`config.mk`:
```
export PLATFORM = sky130hd
export DESIGN_NAME = sensor_settling_detector_top
export DESIGN_NICKNAME = d
export VERILOG_FILES = /design/src/hw/rtl/sset_pkg.sv /design/src/hw/rtl/sensor_settling_detector_top.sv /design/src/hw/rtl/sset_csr.sv /design/src/hw/rtl/sset_ctrl.sv /design/src/hw/rtl/sset_dp.sv
export SDC_FILE = /design/constraint.sdc
export NUM_CORES = 2
export LEC_CHECK = 0
export BUFFER_PORTS_ARGS = -buffer_cell sky130_fd_sc_hd__buf_4
export CORE_ASPECT_RATIO = 1.25
export CORE_UTILIZATION = 30
export DETAILED_ROUTE_END_ITERATION = 10
export PLACE_DENSITY = 0.45
export REMOVE_ABC_BUFFERS = 1
export SLEW_MARGIN = 10
export SYNTH_ARGS = -nofsm -noshare
export SYNTH_HDL_FRONTEND = slang
export SYNTH_SLANG_ARGS = --single-unit
```
`constraint.sdc`:
```
create_clock -name clock -period 16.6 [get_ports clock]
set_input_delay 3.32 -clock clock [delete_from_list [all_inputs] [get_ports clock]]
set_output_delay 3.32 -clock clock [all_outputs]
set_load 0.02 [all_outputs]
```
`src/hw/rtl/sset_pkg.sv`:
```
// ----------------------------------------------------------------------------
// Sensor settling detector package
// Shared widths, register map, payload types, state codes and the command and
// status groups between the controller and the datapath.
// ----------------------------------------------------------------------------
package sset_pkg;

   // field widths
   localparam int TDS_W = 17;
   localparam int PH_W  = 14;
   localparam int RUN_W = 4;

   // default geometry
   localparam int WINDOW_SAMPLES_DEF  = 30;
   localparam int HISTORY_WINDOWS_DEF = 30;
   localparam int SPREAD_WINDOWS_DEF  = 7;

   // register file
   localparam int CSR_ADDR_W = 5;
   localparam int CSR_DATA_W = 32;

   localparam logic [TDS_W-1:0] TDS_ALL_ONES = '1;
   localparam logic [PH_W-1:0]  PH_ALL_ONES  = '1;

   localparam logic [TDS_W-1:0] TDS_WINDOW_LIMIT_RST  = TDS_W'(100);
   localparam logic [PH_W-1:0]  PH_WINDOW_LIMIT_RST   = PH_W'(60);
   localparam logic [PH_W-1:0]  PH_HISTORY_LIMIT_RST  = PH_W'(70);
   localparam logic [TDS_W-1:0] TDS_HISTORY_LIMIT_RST = TDS_W'(128);
   localparam logic [PH_W-1:0]  PH_AVERAGE_LIMIT_RST  = PH_W'(20);
   localparam logic [TDS_W-1:0] TDS_AVERAGE_LIMIT_RST = TDS_W'(26);
   localparam logic [RUN_W-1:0] REQUIRED_STABLE_RST   = RUN_W'(4);

   typedef enum logic [2:0] {
      REG_TDS_WINDOW_LIMIT  = 3'd0,
      REG_PH_WINDOW_LIMIT   = 3'd1,
      REG_PH_HISTORY_LIMIT  = 3'd2,
      REG_TDS_HISTORY_LIMIT = 3'd3,
      REG_PH_AVERAGE_LIMIT  = 3'd4,
      REG_TDS_AVERAGE_LIMIT = 3'd5,
      REG_REQUIRED_STABLE   = 3'd6
   } reg_index_type;

   typedef struct packed {
      logic [TDS_W-1:0] tds_window_limit;
      logic [PH_W-1:0]  ph_window_limit;
      logic [PH_W-1:0]  ph_history_limit;
      logic [TDS_W-1:0] tds_history_limit;
      logic [PH_W-1:0]  ph_average_limit;
      logic [TDS_W-1:0] tds_average_limit;
      logic [RUN_W-1:0] required_stable;
   } csr_type;

   typedef struct packed {
      logic [TDS_W-1:0] tds_sample;
      logic [PH_W-1:0]  ph_sample;
   } req_type;

   typedef struct packed {
      logic             window_stable;
      logic             settled;
      logic             history_restart;
      logic [RUN_W-1:0] stable_run;
      logic [TDS_W-1:0] tds_average;
      logic [PH_W-1:0]  ph_average;
   } rsp_type;

   // one stored window
   typedef struct packed {
      logic [TDS_W-1:0] tds_high;
      logic [TDS_W-1:0] tds_low;
      logic [PH_W-1:0]  ph_high;
      logic [PH_W-1:0]  ph_low;
      logic [TDS_W-1:0] tds_avg;
      logic [PH_W-1:0]  ph_avg;
   } hist_type;

   typedef enum logic [2:0] {
      ST_IDLE   = 3'd0,
      ST_DIVIDE = 3'd1,
      ST_STORE  = 3'd2,
      ST_WALK   = 3'd3,
      ST_REPORT = 3'd4
   } state_type;

   typedef struct packed {
      logic sample_load;
      logic div_step;
      logic store;
      logic walk;
      logic report;
   } ctrl_cmd_type;

   typedef struct packed {
      logic window_end;
      logic div_last;
      logic hist_full;
      logic need_walk;
      logic walk_last;
      logic out_free;
   } dp_status_type;

endpackage

```
`src/hw/rtl/sensor_settling_detector_top.sv`:
```
// ----------------------------------------------------------------------------
// Sensor settling detector top level
// Groups conductivity and pH samples into windows, tracks window history and
// reports per window whether the readings have settled.
// ----------------------------------------------------------------------------
// A sample that does not close a window is taken without a stall. After the sample
// that closes a window is taken, req_stall stays high while the controller steps
// through its states in order: the divide step forms both averages by a reciprocal
// multiply, the store step stores the window, the walk over the recent windows
// reads the history memory one entry a cycle, and the report step reports.
// While the history is too short to walk, or is full, the walk is skipped. The
// report step also waits while the previous result is still held in the output
// register. A finished result waits in the output register while intake goes on.
// The history memory needs no clearing pass after reset.
module sensor_settling_detector_top
   import sset_pkg::*;
#(
   parameter int WINDOW_SAMPLES  = WINDOW_SAMPLES_DEF,
   parameter int HISTORY_WINDOWS = HISTORY_WINDOWS_DEF,
   parameter int SPREAD_WINDOWS  = SPREAD_WINDOWS_DEF
) (
   input  logic                  clock,
   input  logic                  reset,
   input  logic                  req_valid,
   output logic                  req_stall,
   input  req_type               req_data,
   output logic                  rsp_valid,
   input  logic                  rsp_stall,
   output rsp_type               rsp_data,
   input  logic                  psel,
   input  logic                  penable,
   input  logic                  pwrite,
   input  logic [CSR_ADDR_W-1:0] paddr,
   input  logic [CSR_DATA_W-1:0] pwdata,
   output logic [CSR_DATA_W-1:0] prdata,
   output logic                  pready
);

   csr_type       csr;
   ctrl_cmd_type  cmd;
   dp_status_type status;

   sset_csr u_csr (
      .clock   (clock),
      .reset   (reset),
      .psel    (psel),
      .penable (penable),
      .pwrite  (pwrite),
      .paddr   (paddr),
      .pwdata  (pwdata),
      .prdata  (prdata),
      .pready  (pready),
      .csr     (csr)
   );

   sset_ctrl u_ctrl (
      .clock     (clock),
      .reset     (reset),
      .req_valid (req_valid),
      .req_stall (req_stall),
      .status    (status),
      .cmd       (cmd)
   );

   sset_dp #(
      .WINDOW_SAMPLES  (WINDOW_SAMPLES),
      .HISTORY_WINDOWS (HISTORY_WINDOWS),
      .SPREAD_WINDOWS  (SPREAD_WINDOWS)
   ) u_dp (
      .clock     (clock),
      .reset     (reset),
      .cmd       (cmd),
      .status    (status),
      .req_data  (req_data),
      .csr       (csr),
      .rsp_stall (rsp_stall),
      .rsp_valid (rsp_valid),
      .rsp_data  (rsp_data)
   );

endmodule

```
`src/hw/rtl/sset_csr.sv`:
```
// ----------------------------------------------------------------------------
// Sensor settling detector register file
// APB-style write and read access to the seven limit registers.
// ----------------------------------------------------------------------------
module sset_csr
   import sset_pkg::*;
(
   input  logic                  clock,
   input  logic                  reset,
   input  logic                  psel,
   input  logic                  penable,
   input  logic                  pwrite,
   input  logic [CSR_ADDR_W-1:0] paddr,
   input  logic [CSR_DATA_W-1:0] pwdata,
   output logic [CSR_DATA_W-1:0] prdata,
   output logic                  pready,
   output csr_type               csr
);

   csr_type       csr_ff, csr_in;
   reg_index_type index;
   logic          write_en;

   assign index    = reg_index_type'(paddr[4:2]);
   assign write_en = psel && penable && pwrite;
   assign pready   = 1'b1;
   assign csr      = csr_ff;

   // decode the write word into the addressed register
   always_comb begin
      csr_in = csr_ff;
      if (write_en) begin
         case (index)
            REG_TDS_WINDOW_LIMIT:  csr_in.tds_window_limit  = pwdata[TDS_W-1:0];
            REG_PH_WINDOW_LIMIT:   csr_in.ph_window_limit   = pwdata[PH_W-1:0];
            REG_PH_HISTORY_LIMIT:  csr_in.ph_history_limit  = pwdata[PH_W-1:0];
            REG_TDS_HISTORY_LIMIT: csr_in.tds_history_limit = pwdata[TDS_W-1:0];
            REG_PH_AVERAGE_LIMIT:  csr_in.ph_average_limit  = pwdata[PH_W-1:0];
            REG_TDS_AVERAGE_LIMIT: csr_in.tds_average_limit = pwdata[TDS_W-1:0];
            REG_REQUIRED_STABLE:   csr_in.required_stable   = pwdata[RUN_W-1:0];
            default:               csr_in = csr_ff;
         endcase
      end
   end

   always_ff @(posedge clock) begin
      if (reset) begin
         csr_ff.tds_window_limit  <= TDS_WINDOW_LIMIT_RST;
         csr_ff.ph_window_limit   <= PH_WINDOW_LIMIT_RST;
         csr_ff.ph_history_limit  <= PH_HISTORY_LIMIT_RST;
         csr_ff.tds_history_limit <= TDS_HISTORY_LIMIT_RST;
         csr_ff.ph_average_limit  <= PH_AVERAGE_LIMIT_RST;
         csr_ff.tds_average_limit <= TDS_AVERAGE_LIMIT_RST;
         csr_ff.required_stable   <= REQUIRED_STABLE_RST;
      end else begin
         csr_ff <= csr_in;
      end
   end

   // read back the addressed register
   always_comb begin
      case (index)
         REG_TDS_WINDOW_LIMIT:  prdata = CSR_DATA_W'(csr_ff.tds_window_limit);
         REG_PH_WINDOW_LIMIT:   prdata = CSR_DATA_W'(csr_ff.ph_window_limit);
         REG_PH_HISTORY_LIMIT:  prdata = CSR_DATA_W'(csr_ff.ph_history_limit);
         REG_TDS_HISTORY_LIMIT: prdata = CSR_DATA_W'(csr_ff.tds_history_limit);
         REG_PH_AVERAGE_LIMIT:  prdata = CSR_DATA_W'(csr_ff.ph_average_limit);
         REG_TDS_AVERAGE_LIMIT: prdata = CSR_DATA_W'(csr_ff.tds_average_limit);
         REG_REQUIRED_STABLE:   prdata = CSR_DATA_W'(csr_ff.required_stable);
         default:               prdata = '0;
      endcase
   end

endmodule

```
`src/hw/rtl/sset_ctrl.sv`:
```
// ----------------------------------------------------------------------------
// Sensor settling detector controller
// Sequences sample intake, average division, history store, history walk and
// the result report.
// ----------------------------------------------------------------------------
module sset_ctrl
   import sset_pkg::*;
(
   input  logic          clock,
   input  logic          reset,
   input  logic          req_valid,
   output logic          req_stall,
   input  dp_status_type status,
   output ctrl_cmd_type  cmd
);

   state_type state_ff, state_in;

   // next state
   always_comb begin
      state_in = state_ff;
      case (state_ff)
         ST_IDLE: begin
            if (req_valid && status.window_end) state_in = ST_DIVIDE;
         end
         ST_DIVIDE: begin
            if (status.div_last) state_in = ST_STORE;
         end
         ST_STORE: begin
            if (status.hist_full)      state_in = ST_REPORT;
            else if (status.need_walk) state_in = ST_WALK;
            else                       state_in = ST_REPORT;
         end
         ST_WALK: begin
            if (status.walk_last) state_in = ST_REPORT;
         end
         ST_REPORT: begin
            if (status.out_free) state_in = ST_IDLE;
         end
         default: state_in = ST_IDLE;
      endcase
   end

   // commands
   always_comb begin
      cmd       = '0;
      req_stall = 1'b1;
      case (state_ff)
         ST_IDLE: begin
            req_stall       = 1'b0;
            cmd.sample_load = req_valid;
         end
         ST_DIVIDE: cmd.div_step = 1'b1;
         ST_STORE:  cmd.store    = 1'b1;
         ST_WALK:   cmd.walk     = 1'b1;
         ST_REPORT: cmd.report   = status.out_free;
         default:   cmd          = '0;
      endcase
   end

   always_ff @(posedge clock) begin
      if (reset) begin
         state_ff <= ST_IDLE;
      end else begin
         state_ff <= state_in;
      end
   end

endmodule

```
`src/hw/rtl/sset_dp.sv`:
```
// ----------------------------------------------------------------------------
// Sensor settling detector datapath
// Window accumulators, reciprocal divider for the averages, window history
// memory, history walk and the result register.
// ----------------------------------------------------------------------------
module sset_dp
   import sset_pkg::*;
#(
   parameter int WINDOW_SAMPLES  = WINDOW_SAMPLES_DEF,
   parameter int HISTORY_WINDOWS = HISTORY_WINDOWS_DEF,
   parameter int SPREAD_WINDOWS  = SPREAD_WINDOWS_DEF
) (
   input  logic          clock,
   input  logic          reset,
   input  ctrl_cmd_type  cmd,
   output dp_status_type status,
   input  req_type       req_data,
   input  csr_type       csr,
   input  logic          rsp_stall,
   output logic          rsp_valid,
   output rsp_type       rsp_data
);

   localparam int CW    = $clog2(WINDOW_SAMPLES);
   localparam int TSW   = TDS_W + CW;
   localparam int PSW   = PH_W + CW;
   localparam int DS    = TSW + CW;
   localparam int PW    = 2 * TSW + 1;
   localparam int RECIP = (2**DS + WINDOW_SAMPLES - 1) / WINDOW_SAMPLES;
   localparam int HA    = $clog2(HISTORY_WINDOWS);
   localparam int HC    = $clog2(HISTORY_WINDOWS + 1);
   localparam int WKW   = $clog2(SPREAD_WINDOWS + 1);

   // window accumulators
   logic [CW-1:0]    cnt_ff;
   logic [TDS_W-1:0] tds_low_ff, tds_high_ff, tds_low_in, tds_high_in;
   logic [PH_W-1:0]  ph_low_ff, ph_high_ff, ph_low_in, ph_high_in;
   logic [TSW-1:0]   tds_sum_ff, tds_sum_in;
   logic [PSW-1:0]   ph_sum_ff, ph_sum_in;

   // window snapshot
   logic [TDS_W-1:0] w_tds_low_ff, w_tds_high_ff;
   logic [PH_W-1:0]  w_ph_low_ff, w_ph_high_ff;

   // divider lanes
   logic [TSW-1:0]   tq_ff, pq_ff, tq_in, pq_in;
   logic [PW-1:0]    tprod, pprod;

   // history
   hist_type         mem [HISTORY_WINDOWS];
   hist_type         wr_entry, rd_data_ff;
   logic [HC-1:0]    stored_ff;
   logic [HC:0]      stored_inc;
   logic [HC-1:0]    raddr_full;
   logic [WKW-1:0]   wk_ff;
   logic             rd_vld_ff;
   logic             restart_ff, check_ff;

   // walk extrema and running average bounds
   logic [TDS_W-1:0] tmax_ff, tmin_ff, avg_tds_max_ff, avg_tds_min_ff;
   logic [PH_W-1:0]  pmax_ff, pmin_ff, avg_ph_max_ff, avg_ph_min_ff;
   logic [RUN_W-1:0] stable_ff, stable_inc;
   logic             ok, settle;

   // result register
   logic             rsp_valid_ff;
   rsp_type          rsp_data_ff;

   // fold the incoming sample into the window
   always_comb begin
      tds_low_in  = (req_data.tds_sample < tds_low_ff)  ? req_data.tds_sample : tds_low_ff;
      tds_high_in = (req_data.tds_sample > tds_high_ff) ? req_data.tds_sample : tds_high_ff;
      ph_low_in   = (req_data.ph_sample < ph_low_ff)    ? req_data.ph_sample  : ph_low_ff;
      ph_high_in  = (req_data.ph_sample > ph_high_ff)   ? req_data.ph_sample  : ph_high_ff;
      tds_sum_in  = tds_sum_ff + TSW'(req_data.tds_sample);
      ph_sum_in   = ph_sum_ff + PSW'(req_data.ph_sample);
   end

   // divide by the window length: multiply by the rounded-up reciprocal and
   // shift, exact for every sum that fits the accumulator
   always_comb begin
      tprod = PW'(tq_ff) * PW'(RECIP);
      pprod = PW'(pq_ff) * PW'(RECIP);
      tq_in = TSW'(tprod >> DS);
      pq_in = TSW'(pprod >> DS);
   end

   // history bookkeeping
   always_comb begin
      stored_inc = {1'b0, stored_ff} + (HC+1)'(1);
      raddr_full = stored_ff - HC'(SPREAD_WINDOWS) + HC'(wk_ff);
      wr_entry.tds_high = w_tds_high_ff;
      wr_entry.tds_low  = w_tds_low_ff;
      wr_entry.ph_high  = w_ph_high_ff;
      wr_entry.ph_low   = w_ph_low_ff;
      wr_entry.tds_avg  = tq_ff[TDS_W-1:0];
      wr_entry.ph_avg   = pq_ff[PH_W-1:0];
   end

   // stability decision
   always_comb begin
      stable_inc = stable_ff + RUN_W'(1);
      ok = !restart_ff && check_ff
         && ((w_tds_high_ff - w_tds_low_ff) <= csr.tds_window_limit)
         && ((w_ph_high_ff - w_ph_low_ff) <= csr.ph_window_limit)
         && ((avg_ph_max_ff - avg_ph_min_ff) <= csr.ph_average_limit)
         && ((pmax_ff - pmin_ff) <= csr.ph_history_limit)
         && ((tmax_ff - tmin_ff) <= csr.tds_history_limit)
         && ((avg_tds_max_ff - avg_tds_min_ff) <= csr.tds_average_limit);
      settle = ok && (stable_inc >= csr.required_stable);
   end

   // the reciprocal product needs a single divide step
   assign status.window_end = cnt_ff == CW'(WINDOW_SAMPLES - 1);
   assign status.div_last   = 1'b1;
   assign status.hist_full  = stored_ff >= HC'(HISTORY_WINDOWS);
   assign status.need_walk  = stored_inc > (HC+1)'(SPREAD_WINDOWS);
   assign status.walk_last  = (wk_ff == WKW'(SPREAD_WINDOWS)) && rd_vld_ff;
   assign status.out_free   = !rsp_valid_ff || !rsp_stall;

   assign rsp_valid = rsp_valid_ff;
   assign rsp_data  = rsp_data_ff;

   // window accumulators and long-lived state
   always_ff @(posedge clock) begin
      if (reset) begin
         cnt_ff         <= '0;
         tds_low_ff     <= TDS_ALL_ONES;
         tds_high_ff    <= '0;
         ph_low_ff      <= PH_ALL_ONES;
         ph_high_ff     <= '0;
         tds_sum_ff     <= '0;
         ph_sum_ff      <= '0;
         stored_ff      <= '0;
         stable_ff      <= '0;
         avg_tds_max_ff <= '0;
         avg_tds_min_ff <= TDS_ALL_ONES;
         avg_ph_max_ff  <= '0;
         avg_ph_min_ff  <= PH_ALL_ONES;
         restart_ff     <= 1'b0;
         check_ff       <= 1'b0;
         wk_ff          <= '0;
         rd_vld_ff      <= 1'b0;
         rsp_valid_ff   <= 1'b0;
      end else begin
         // take a sample; close the window on its last one
         if (cmd.sample_load) begin
            if (status.window_end) begin
               cnt_ff      <= '0;
               tds_low_ff  <= TDS_ALL_ONES;
               tds_high_ff <= '0;
               ph_low_ff   <= PH_ALL_ONES;
               ph_high_ff  <= '0;
               tds_sum_ff  <= '0;
               ph_sum_ff   <= '0;
            end else begin
               cnt_ff      <= cnt_ff + CW'(1);
               tds_low_ff  <= tds_low_in;
               tds_high_ff <= tds_high_in;
               ph_low_ff   <= ph_low_in;
               ph_high_ff  <= ph_high_in;
               tds_sum_ff  <= tds_sum_in;
               ph_sum_ff   <= ph_sum_in;
            end
         end

         // append the window or flag a restart
         if (cmd.store) begin
            restart_ff <= status.hist_full;
            check_ff   <= !status.hist_full && status.need_walk;
            if (!status.hist_full) begin
               stored_ff <= stored_inc[HC-1:0];
            end
            wk_ff     <= '0;
            rd_vld_ff <= 1'b0;
         end

         // walk the most recent windows, one entry a cycle
         if (cmd.walk) begin
            if (wk_ff < WKW'(SPREAD_WINDOWS)) begin
               wk_ff     <= wk_ff + WKW'(1);
               rd_vld_ff <= 1'b1;
            end else begin
               rd_vld_ff <= 1'b0;
            end
            if (rd_vld_ff) begin
               if (rd_data_ff.ph_avg < avg_ph_min_ff)   avg_ph_min_ff  <= rd_data_ff.ph_avg;
               if (rd_data_ff.ph_avg > avg_ph_max_ff)   avg_ph_max_ff  <= rd_data_ff.ph_avg;
               if (rd_data_ff.tds_avg < avg_tds_min_ff) avg_tds_min_ff <= rd_data_ff.tds_avg;
               if (rd_data_ff.tds_avg > avg_tds_max_ff) avg_tds_max_ff <= rd_data_ff.tds_avg;
            end
         end

         // drop the result once taken
         if (rsp_valid_ff && !rsp_stall) begin
            rsp_valid_ff <= 1'b0;
         end

         // report and update the stable run
         if (cmd.report) begin
            rsp_valid_ff <= 1'b1;
            if (restart_ff || settle) begin
               stored_ff      <= '0;
               stable_ff      <= '0;
               avg_tds_max_ff <= '0;
               avg_tds_min_ff <= TDS_ALL_ONES;
               avg_ph_max_ff  <= '0;
               avg_ph_min_ff  <= PH_ALL_ONES;
            end else if (ok) begin
               stable_ff <= stable_inc;
            end else begin
               stable_ff <= '0;
            end
         end
      end
   end

   // snapshot, divider lanes, walk extrema and result payload
   always_ff @(posedge clock) begin
      if (cmd.sample_load && status.window_end) begin
         w_tds_low_ff  <= tds_low_in;
         w_tds_high_ff <= tds_high_in;
         w_ph_low_ff   <= ph_low_in;
         w_ph_high_ff  <= ph_high_in;
         tq_ff         <= tds_sum_in;
         pq_ff         <= TSW'(ph_sum_in);
      end else if (cmd.div_step) begin
         tq_ff <= tq_in;
         pq_ff <= pq_in;
      end

      if (cmd.store) begin
         tmax_ff <= '0;
         tmin_ff <= TDS_ALL_ONES;
         pmax_ff <= '0;
         pmin_ff <= PH_ALL_ONES;
      end else if (cmd.walk && rd_vld_ff) begin
         if (rd_data_ff.tds_high > tmax_ff) tmax_ff <= rd_data_ff.tds_high;
         if (rd_data_ff.tds_low < tmin_ff)  tmin_ff <= rd_data_ff.tds_low;
         if (rd_data_ff.ph_high > pmax_ff)  pmax_ff <= rd_data_ff.ph_high;
         if (rd_data_ff.ph_low < pmin_ff)   pmin_ff <= rd_data_ff.ph_low;
      end

      if (cmd.report) begin
         rsp_data_ff.window_stable   <= ok;
         rsp_data_ff.settled         <= settle;
         rsp_data_ff.history_restart <= restart_ff;
         rsp_data_ff.stable_run      <= ok ? stable_inc : '0;
         rsp_data_ff.tds_average     <= tq_ff[TDS_W-1:0];
         rsp_data_ff.ph_average      <= pq_ff[PH_W-1:0];
      end
   end

   // history memory: one write port, one registered read port
   always_ff @(posedge clock) begin
      if (cmd.store && !status.hist_full) begin
         mem[stored_ff[HA-1:0]] <= wr_entry;
      end
      if (cmd.walk && (wk_ff < WKW'(SPREAD_WINDOWS))) begin
         rd_data_ff <= mem[raddr_full[HA-1:0]];
      end
   end

endmodule

```
# Yosys cells after proc, flatten, opt, wreduce, memory -nomap -nowiden
# Memories as Yosys holds them, arrays and structs flattened. A register that Yosys moved wholly into a read port is not among the register bits.
# Index checks and enable logic that the tools add are counted.
# word_totals
output_inout_bits	73
ff_bits	489
inputBits	75
mem_count	1
ram_bits	2790
# classes
n_eq_ne	15
multipliers	2
n_addsub	14
magnitude_cmp	22
n_reduce_logical	41
muxes	64
# memory_table
name	words	width	read_ports	rd_clocked_by_memory_dff	wr	line	rtl
u_dp.mem	30	93	1	1	1	sset_dp.sv:50	hist_type mem [HISTORY_WINDOWS];
# op_table
cell	count
17-bit two-way mux	14
14-bit two-way mux	14
17-bit one-hot mux with 7 select lines	1
22-bit two-way mux	3
19-bit two-way mux	3
17-bit greater-than comparator	3
17-bit <= comparator	3
17-bit < comparator	3
17-bit subtractor	3
22-bit by 23-bit multiplier with 45-bit output, second input constant	1
14-bit greater-than comparator	3
14-bit <= comparator	3
14-bit < comparator	3
19-bit by 23-bit multiplier with 42-bit output, second input constant	1
14-bit subtractor	3
5-bit two-way mux	5
3-bit two-way mux	8
22-bit by 17-bit adder with 22-bit output	1
2-bit AND reduction	11
19-bit by 14-bit adder with 19-bit output	1
1-bit logical AND	18
3-bit equality test, second input constant	5
3-bit one-hot mux with 5 select lines	1
1-bit two-way mux	13
21 further kinds	34

# Longest topological paths before layout
# logic_depth
depth_word	12
mapped_depth	27
mapped_depth_nobuf	25

# Hierarchy
# A second synthesis with hierarchy kept.
# unflattened
hier_cells	9248
area_unflattened_um2	149163.1
# modules_own_cells
module	n_inst	cells_each	area_per_inst_um2
sset_dp	1	8678	144190.8
sset_csr	1	544	4755.8
sset_ctrl	1	26	216.5

# Worst setup path after synthesis
# OpenSTA, ideal clock, no wires.
# synth_timing
kind	input to output
start	input paddr[4]
end	output prdata[3]
n_path_buf	3
path_slack_ps	8414
arrival_ps	4866
cell_stages	5
cell_sequence	clkbuf_1 -> buf_1 -> clkbuf_1 -> mux4_2 -> mux2i_1
# synth_via
elab_chain_cells	2
# synth_lines
element	line	rtl
from (decl)	sensor_settling_detector_top.sv:33	input logic [CSR_ADDR_W-1:0] paddr,
3-bit equality test, or another cell as far along	sset_csr.sv:62	case (index)
17-bit one-hot mux with 7 select lines *	sset_csr.sv:62	
to (decl)	sensor_settling_detector_top.sv:35	output logic [CSR_DATA_W-1:0] prdata,
# Mark *: on every way between the ends. The rest lies on a longest branch, timed or not.

# Worst setup path after layout
# layout_timing
start	input paddr[2]
end	output prdata[8]
# Same word-level chain as after synthesis.

==> results_dict.tcl <==
set metrics [dict create \
    finalCriticalPeriod_ps 9070 \
    gp_congestion 0.804 \
    netlist_area_um2 147000 \
    violations "DRC" \
    synth.avg_cell_area_um2 16.4 \
    peakVddDrop_mv 0.0934 \
    clk_root_buffer_cell "clkbuf_16" \
    finalNonFillerCells 16055 \
    async_flop_share_pct 0 \
    rsz0062_at_grt "false" \
    synth_xor_xnor_area_share_pct 0.929 \
    nets 10156 \
    cts_tree "built" \
    drt-initial-drc-count 6827 \
    path_max_fanout 39 \
    yosys_register_bits 3372 \
    synth-simple-area-share_pct 4.33 \
    start_util_pct 30.1 \
    ioPinCount 148 \
    dp_hpwl_um 256000 \
    syn_inst 8958 \
    synth_mux_area_share_pct 13.0 \
    cts_htree_levels 5 \
    dr.pass1.iters 8 \
    synth_fa_ha_area_share_pct 7.56 \
    grt_pass1_wl_um 619000 \
    die_w_um 628 \
    synth_top_family_by_area "multiplexers" \
    status "finished, violations left" \
    report.power.total_uw 17600 \
    cp.required_ps 13280 \
    hold_path.class "reg -> reg" \
    rows 287 \
    grt_pass1_vias 84227 \
    groute.usage.overall_pct 17.4 \
    drv_cap 0 \
    cp-start-kind "input pin" \
    placedCellCount 15415 \
    postCtsHoldBufs 0 \
    power.leakage_uw 0.0580 \
    synth_compound_area_share_pct 5.10 \
    finalMaxSlewViolations 0 \
    ys_top_cells_by_area "edfxtp_1 62%, mux4_2 11%, ha_1 5.9%" \
    yosysSeqAreaShare_pct 66.5 \
    finalHoldViolCount 0 \
    vias 80227 \
    area_growth_syn_to_layout_pct 14.6 \
    cts_setup_buffers 0 \
    power.density_nw_per_um2 105 \
    coreArea_um2 488000 \
    wl_per_cell_um 27.2 \
    grt_overflow 0 \
    relSlewSlack_pct 15.4 \
    antenna_left 0 \
    worst_slew_pin_slew_ps 1270 \
    fmax_mhz 110 \
    cts_buffers 346 \
    die_area_um2 493000 \
    synth-edff-count 3024 \
    yosys.area.top_type "edfxtp_1" \
    clockBufferDepth 4 \
    yosys_warnings 0 \
    die_h_um 785 \
    worstSkewPairLatency_ps 1020 \
    skew_ps 92.8 \
    cp.arrival_ps 5750 \
    drc 6 \
    criticalPathCategory "in -> out" \
    setup_viol 0 \
    endpoint_kind "output port" \
    clock_sinks 3372 \
    grt_max_degree 125 \
    synth_cell_types 82 \
    wirelength_um 437000 \
    viasPerCell 5.00 \
    numPortBuffers 114 \
    synth_ff_type "edfxtp_1" \
    path_clk_slew_ps 60 \
    finalCritPeriodShare_pct 54.7 \
    layout-drive-gt1-share_pct 18.0 \
    synth_top_cell_area_share_pct 61.8 \
    antenna_found_initial 31 \
    hold_slack_ps 456 \
    cts_resized 0 \
]
## cell families after synthesis
family,count (synthesis)
flops,3372
simple gates,1477
compound gates,1203
mux,976
buf+inv,955
fa+ha+maj,817
xor+xnor,156
other cells,2
## path summary, 6_finish.rpt
path / depth (start not counted) / end / startpoint / slack, ps
hold / removal: 2 / u_csr.csr[76] / u_csr.csr[76] / 460
setup reg to reg: 23 / u_dp.stored_ff[2] / u_dp.w_tds_high_ff[0] / 9710
hold reg to reg: 2 / u_csr.csr[76] / u_csr.csr[76] / 460
setup / recovery: 6 / prdata[8] / paddr[2] / 7530
## synth_stat cells, types with 149 or more instances
master / count
nor2_1: 280
clkbuf_1: 256
a21oi_1: 275
mux4_2: 749
nand2_1: 786
o21ai_0: 412
ha_1: 697
mux2i_1: 194
inv_1: 557
nand3_1: 149
edfxtp_1: 3024
dfxtp_1: 348
## cells in the final DEF, fill, tap and decap left out, types with 46 or more instances in the layout
master / count
a21o_1: 135
a21oi_1: 273
buf_4: 320
clkbuf_1: 69
clkbuf_16: 349
clkinv_1: 57
clkinv_2: 53
dfxtp_1: 348
edfxtp_1: 3024
fa_1: 119
ha_1: 696
inv_1: 557
mux2i_1: 194
mux4_2: 749
nand2_1: 784
nand3_1: 149
nand4_1: 61
nor2_1: 247
nor3_1: 46
o211ai_1: 99
o21ai_0: 406
xnor2_1: 101
xor2_1: 51
## area by class of cell
class / count / area [um2]
fill: 46524 / 320000
sequential: 3372 / 97800
tap: 6502 / 8140
clock buffer: 433 / 9200
timing repair buffer: 340 / 2820
antenna: 6 / 15.0
multi-input combinational: 4645 / 46000
inverter: 559 / 2100
clock inverter: 198 / 2500
## state kept, by name (all words and copies together) (netlist names), 14 cells and up
name                 count
u_dp.ph_high_ff         14
u_dp.mem              2790
u_dp.tq_ff              22
u_dp.w_ph_high_ff       14
u_dp.avg_tds_min_ff     17
u_dp.ph_sum_ff          19
u_csr.csr               97
u_dp.avg_ph_min_ff      14
u_dp.avg_ph_max_ff      14
u_dp.w_tds_high_ff      17
u_dp.ph_low_ff          14
u_dp.tmin_ff            17
u_dp.avg_tds_max_ff     17
u_dp.tds_high_ff        17
u_dp.pmax_ff            14
u_dp.pq_ff              19
u_dp.tmax_ff            17
u_dp.w_ph_low_ff        14
u_dp.rd_data_ff         93
u_dp.tds_sum_ff         22
u_dp.pmin_ff            14
u_dp.tds_low_ff         17
u_dp.rsp_data           38
u_dp.w_tds_low_ff       17
## worst max-delay path, cell delays in order
cell and delay, ps:
buf_4 430, inv_1 230, nor2_1 640, a22oi_1 290
o22ai_1 560, buf_4 260
## routing by layer
metal,vias up,global-route usage (%),wire length (um),part of all wire [%]
met3,505,1.82,16900,3.9
met1,42689,22.5,187000,43
met5,-,0,24,0.0055
met2,1783,30.9,221000,51
met4,4,4.75,12200,2.8
li1,35246,-,-,-
## power breakdown
group | total (uW) | internal, uW | switching [uW]
combinational | 369 | 141 | 228
sequential | 9160 | 9140 | 19.9
clock | 8120 | 4650 | 3460
total | 17600 | 13900 | 3710
## stage by stage
stage | TNS (ps) | instance area, um2 | utilization (%) | setup slack, ps
6_report | 0 | 169000 | 34.5 | 7530
5_1_grt | 0 | 169000 | 34.5 | 7430
4_1_cts | 0 | 168000 | 34.5 | 7540
3_5_place_dp | 0 | 157000 | 32.1 | 7560
3_3_place_gp | 0 | 157000 | 32.1 | 7560
2_1_floorplan | -1255910 | 145000 | - | -13500
No activity file was read; power rests on OpenSTA's default activity.
